--- src/rtl/mit_pkg.sv ---
`timescale 1ns / 1ps

package mit_pkg;

  typedef logic [2:0] status_t;

  localparam status_t ST_MERGED   = 3'd0;
  localparam status_t ST_INSERTED = 3'd1;
  localparam status_t ST_FULL     = 3'd2;
  localparam status_t ST_IGNORED  = 3'd3;
  localparam status_t ST_QUERY    = 3'd4;

  localparam logic MODE_INSERT = 1'b0;
  localparam logic MODE_QUERY  = 1'b1;

  // Commands from the controller to the datapath. At most one is set per cycle.
  typedef struct packed {
    logic    load;
    logic    walk_start;
    logic    walk_step;
    logic    merge_place;
    logic    compact_step;
    logic    expand_start;
    logic    expand_step;
    logic    place;
    logic    q_issue;
    logic    q_eval;
    logic    res_load;
    status_t res_status;
  } dp_cmd_t;

  // Conditions reported by the datapath to the controller.
  typedef struct packed {
    logic cnt_zero;
    logic cnt_full;
    logic walk_stop;
    logic found;
    logic tail;
    logic pos_lt_cnt;
    logic more_copy;
    logic expand_more;
    logic q_more;
    logic q_match;
    logic out_free;
  } dp_sts_t;

endpackage

--- src/rtl/mit_ctrl.sv ---
`timescale 1ns / 1ps

module mit_ctrl (
  input  logic             clk,
  input  logic             rst_n,
  input  logic             in_valid,
  input  logic             in_mode,
  output logic             in_ready,
  input  logic             cfg_wr_en,
  input  logic             cfg_wr_data,
  input  mit_pkg::dp_sts_t sts,
  output mit_pkg::dp_cmd_t cmd
);

  localparam logic [3:0] S_IDLE      = 4'd0;
  localparam logic [3:0] S_INS_START = 4'd1;
  localparam logic [3:0] S_WALK      = 4'd2;
  localparam logic [3:0] S_DECIDE    = 4'd3;
  localparam logic [3:0] S_COMPACT   = 4'd4;
  localparam logic [3:0] S_EXPAND    = 4'd5;
  localparam logic [3:0] S_PLACE     = 4'd6;
  localparam logic [3:0] S_Q_ISSUE   = 4'd7;
  localparam logic [3:0] S_Q_EVAL    = 4'd8;
  localparam logic [3:0] S_DONE      = 4'd9;

  logic [3:0]       state_r, state_nxt;
  mit_pkg::status_t status_r, status_nxt;
  logic             ignore_r;

  always_comb begin
    cmd            = '0;
    cmd.res_status = status_r;
    state_nxt      = state_r;
    status_nxt     = status_r;
    in_ready       = (state_r == S_IDLE);
    case (state_r)
      S_IDLE: begin
        if (in_valid) begin
          cmd.load = 1'b1;
          if (in_mode == mit_pkg::MODE_QUERY) begin
            status_nxt = mit_pkg::ST_QUERY;
            state_nxt  = S_Q_ISSUE;
          end else if (ignore_r) begin
            status_nxt = mit_pkg::ST_IGNORED;
            state_nxt  = S_DONE;
          end else begin
            state_nxt = S_INS_START;
          end
        end
      end
      S_INS_START: begin
        cmd.walk_start = 1'b1;
        state_nxt      = sts.cnt_zero ? S_DECIDE : S_WALK;
      end
      S_WALK: begin
        cmd.walk_step = 1'b1;
        if (sts.walk_stop) begin
          state_nxt = S_DECIDE;
        end
      end
      S_DECIDE: begin
        if (sts.found) begin
          cmd.merge_place = 1'b1;
          status_nxt      = mit_pkg::ST_MERGED;
          state_nxt       = sts.tail ? S_COMPACT : S_DONE;
        end else if (sts.cnt_full) begin
          status_nxt = mit_pkg::ST_FULL;
          state_nxt  = S_DONE;
        end else if (sts.pos_lt_cnt) begin
          cmd.expand_start = 1'b1;
          state_nxt        = S_EXPAND;
        end else begin
          state_nxt = S_PLACE;
        end
      end
      S_COMPACT: begin
        cmd.compact_step = 1'b1;
        if (!sts.more_copy) begin
          state_nxt = S_DONE;
        end
      end
      S_EXPAND: begin
        cmd.expand_step = 1'b1;
        if (!sts.expand_more) begin
          state_nxt = S_PLACE;
        end
      end
      S_PLACE: begin
        cmd.place  = 1'b1;
        status_nxt = mit_pkg::ST_INSERTED;
        state_nxt  = S_DONE;
      end
      S_Q_ISSUE: begin
        if (sts.q_more) begin
          cmd.q_issue = 1'b1;
          state_nxt   = S_Q_EVAL;
        end else begin
          state_nxt = S_DONE;
        end
      end
      S_Q_EVAL: begin
        cmd.q_eval = 1'b1;
        state_nxt  = sts.q_match ? S_DONE : S_Q_ISSUE;
      end
      S_DONE: begin
        if (sts.out_free) begin
          cmd.res_load = 1'b1;
          state_nxt    = S_IDLE;
        end
      end
      default: begin
        state_nxt = S_IDLE;
      end
    endcase
  end

  always_ff @(posedge clk) begin
    if (!rst_n) begin
      state_r  <= S_IDLE;
      status_r <= mit_pkg::ST_MERGED;
      ignore_r <= 1'b0;
    end else begin
      state_r  <= state_nxt;
      status_r <= status_nxt;
      if (cfg_wr_en) begin
        ignore_r <= cfg_wr_data;
      end
    end
  end

endmodule

--- config.mk ---
export PLATFORM = sky130hd
export DESIGN_NAME = mit_ctrl
export DESIGN_NICKNAME = d
export VERILOG_FILES = /design/src/rtl/mit_pkg.sv /design/src/rtl/mit_ctrl.sv
export SDC_FILE = /design/constraint.sdc
export NUM_CORES = 1
export LEC_CHECK = 0
export BUFFER_PORTS_ARGS = -buffer_cell sky130_fd_sc_hd__buf_2
export CAP_MARGIN = 10
export CELL_PAD_IN_SITES_DETAIL_PLACEMENT = 1
export CELL_PAD_IN_SITES_GLOBAL_PLACEMENT = 1
export CORE_UTILIZATION = 31
export CTS_BUF_LIST = sky130_fd_sc_hd__clkbuf_8
export DETAILED_ROUTE_END_ITERATION = 12
export PLACE_DENSITY_LB_ADDON = 0.1
export SYNTH_ARGS = -nofsm -noshare
export SYNTH_HDL_FRONTEND = slang
export SYNTH_SLANG_ARGS = --single-unit
--- constraint.sdc ---
create_clock -name clk -period 2.6 [get_ports clk]
set_input_delay 0.78 -clock clk [delete_from_list [all_inputs] [get_ports clk]]
set_output_delay 0.78 -clock clk [all_outputs]
set_load 0.05 [all_outputs]
Word level (Yosys, flattened, before mapping). Cells that the tools add are included.

Bits in registers: 8. Input port bits: 17. Output and inout bits: 15. Logic and storage cells: 62.

Equal/unequal tests: 16. Multiplexer cells: 39. Reductions and logical operators: 4.

Operator list (number): $mux 4 (11); $pmux 4 s10 (1); $mux 1 (20); $eq 4x3->1 const B (4); $mux 3 (5); $ne 2x2->1 const B (5); $pmux 3 s3 (1); $eq 4x2->1 const B (2); $eq 4x4->1 const B (2); $reduce_and 5->1 (1); $eq 4x1->1 const B (1); $logic_not 4->1 (1); $reduce_and 4->1 (1); $ne 3x2->1 const B (1); $ne 3x3->1 const B (1); $reduce_bool 3->1 (1); $mux 2 (1).

Longest topological paths before layout.
Word-level depth: 4. Depth in mapped cells: 6.

Least setup slack after synthesis. OpenSTA, ideal clock, no wires.

Path kind: register to output. Start: register state_r[0]. End: output port cmd[13] in the netlist's numbering. Arrival: 2836 ps. Required time: 1820 ps. Setup slack: -1016 ps. Stages on the path, launching flop included: 5. Cell sequence: dfxtp_1 buf_6 buf_4 nor4_1 and2_1.

RTL lines: from (decl) (line mit_ctrl.sv:26) `logic [3:0] state_r, state_nxt;`; from (signal assigned) (line mit_ctrl.sv:123) `state_r <= state_nxt;`; to (decl) (line mit_ctrl.sv:12) `output mit_pkg::dp_cmd_t cmd`.

==> impl_metrics.ini <==
[outcome]
outcome = completed

[route]
vias_per_cell = 5.78
drc_errors = 0
post_drt_wl_per_cell_um = 14.9
antenna_left = 0
drt_iter0_markers = 13
dr.pass1.iters = 4
routed_wl_um = 2540
vias = 989

[clock_tree]
insertion_delay_ns = 0.23
cts_tree = yes
root_buffer = clkbuf_8
cts_hold_buf = 0
cts_resized = 0
path_clk_slew_ns = 0.04
numCtsBuffers = 3
htreeDepth = 1
clkSinkCount = 8
postCtsSetupBuffers = 0
cts.path.max_buffers = 2

[sta]
setup_ws_ns = 0.141
fin_hold_ws_ns = 0.528
final-hold-violation-count = 0
worstMarginPinSlew_ns = 0.496
report.final.slew_viol_count = 0
fin_skew_ns = 0.00165
min_period_over_period_pct = 94.6
max_freq_mhz = 407
relSlewSlack_pct = 66.9
period_needed_ns = 2.46
setup_violations = 0
rsz0062_at_grt = no

[layout]
diodes = 0
drive_gt1_share_pct = 34.0
register_area_um2 = 160
final_area_um2 = 1070
utilization_pct = 43.0
nNetsFinal = 160
fillCellCount = 333
areaGrowthSynthToFinish_pct = 30.5
multi_input_area_um2 = 613

[global_routing]
antenna_found_initial = 0
grt_pass1_vias = 854
grt_max_degree = 16
grt_usage_pct = 19.3
grt_first_pass_wirelength_um = 3970
overflow = 0

[die]
fp.dieW_um = 53.5
row_count = 18
die-area_um2 = 2870
initial_core_util_pct = 32.9
io_pins = 32
core_area_um2 = 2500
die_h_um = 53.5

[yosys]
yosysWarnings = 0
synth_fa_ha_area_share_pct = 0
synth_compound_area_share_pct = 28.9
syn_area_um2 = 823
synthTopCellsByArea = dfxtp_1 19%, nor3_1 4.9%, nand2b_1 3.8%
synth_cell_types = 46
synthTopCellsByCount = 8 x dfxtp_1, 8 x nor3_1, 7 x nor2_1
ys_ff_latch = 8
synth_edf_count = 0
synth_top_family_by_area = simple AND/OR/NAND/NOR gates
syn_area_per_cell_um2 = 7.48
synth.top_cell.area_share_pct = 19.5
yosys.area.top_type = dfxtp_1
syn-num-nets = 127
synth_xor_area_share_pct = 0
synth_ff_type = dfxtp_1
async_flop_share_pct = 0
ys_seq_area_share_pct = 19.5
synthCells = 110
yosys.area_share.simple_pct = 40.3
muxShareOfSynthArea_pct = 2.43

[setup_path]
required_ns = 1.82
cp_max_fo = 13
ff2ff_setup_slack_ns = 0.79
path_buf_inv = 2
crit_slowest_cell = dfxtp_1
timing.rr.start = state_r[2]
crit_arrival_ns = 1.68
endpoint_kind = output port
cpPeakStageDelay_ns = 0.45
path_cells = buf_4 -> or2b_1 -> nor2_1 -> buf_2
cp_top_family = buffers and inverters
reg2regPathDepth = 5
worst_r2r_endpoint = status_r[1]
crit_type = reg2out
cp-start-kind = flip-flop

[worst_hold_path]
hold-path-cell-count = 2
min_to = ignore_r
hold_start = ignore_r
min_path_type = reg2reg

[placed_design]
place_area_um2 = 1030
portBuffers = 31
post-place-ws_ns = 0.293
place_congestion = 0.775
dpl.hpwl_um = 1990

[job]
maxCapViolCount = 0

[pwr]
vdd_ir_drop_max_mv = 0.621
power_density_nw_per_um2 = 1170
p_leak_nw = 0.463
==> cell usage in the layout, fill, tap and decap left out, drive strengths merged, types with 2 or more instances in the layout <==
master    n
buf      37
nor3      8
dfxtp     8
nor2      7
inv       6
nand2b    5
nor2b     5
o21ai     5
nor4      5
nand2     4
a211oi    4
nand3     3
and2      3
clkbuf    3
a21oi     3
and3      2
nand3b    2
a21o      2
mux2i     2
a221oi    2
o31ai     2
a211o     2
o2bb2ai   2
==> cell type report <==
type                            count  share of cell area, %
Multi-Input combinational cell     87                   57.0
Timing Repair Buffer               37                   18.6
Sequential cell                     8                   14.9
Clock buffer                        3                   3.84
Tap cell                           30                   3.49
Inverter                            6                   2.10
==> per-layer routing <==
metal | GRT usage (%) | vias up | share of wire [%]
met5 | 0 | - | 0
met4 | 6.58 | 0 | 0.71
met3 | 4.24 | 4 | 5.4
met2 | 30.4 | 31 | 46
met1 | 25.9 | 469 | 48
li1 | - | 485 | -
==> logic make-up (layout without fill, tap and decap cells) <==
family                 after synthesis  in the layout
and+or+nand+nor                     54             54
muxes                                2              2
buffers and inverters               15             46
DFF                                  8              8
AOI/OAI and AO/OA                   31             31
==> report_power, final <==
group	total, mW	switching, mW	internal (mW)	leakage, nW
sequential	0.254	0.0903	0.164	0.0658
clock	0.150	0.0496	0.100	0.0216
combinational	0.855	0.550	0.305	0.375
==> worst register-to-register path: cells and delay by family, from the launching register on <==
family | cells | cell delay (ns)
AO/OA/AOI/OAI | 2 | 0.33
buffers and inverters | 1 | 0.24
flip-flops | 1 | 0.45
AND/OR/NAND/NOR | 2 | 0.70
==> worst max path at each step <==
stage,start,to,slack (ns),cells after the start
after global placement,sts[7],cmd[8],0.35,4
final,state_r[1],cmd[7],0.14,4
after floorplan,state_r[0],cmd[13],-0.35,4
after global routing,state_r[3],cmd[4],0.07,3
after CTS,state_r[1],cmd[7],0.15,4
after detailed placement,sts[7],cmd[8],0.29,4
==> registers in the layout, summed over array words and instances, names as in the netlist <==
signal    flops
state_r       4
status_r      3
ignore_r      1
==> stage by stage <==
stage | total power [mW] | setup TNS, ns | std cells
2_1_floorplan | 0.913 | -0.347 | 110
3_3_place_gp | 1.09 | 0 | 168
3_5_place_dp | 1.11 | 0 | 168
4_1_cts | 1.27 | 0 | 171
5_1_grt | 1.36 | 0 | 171
6_report | 1.26 | 0 | 171
(Power assumes the default switching activity.)
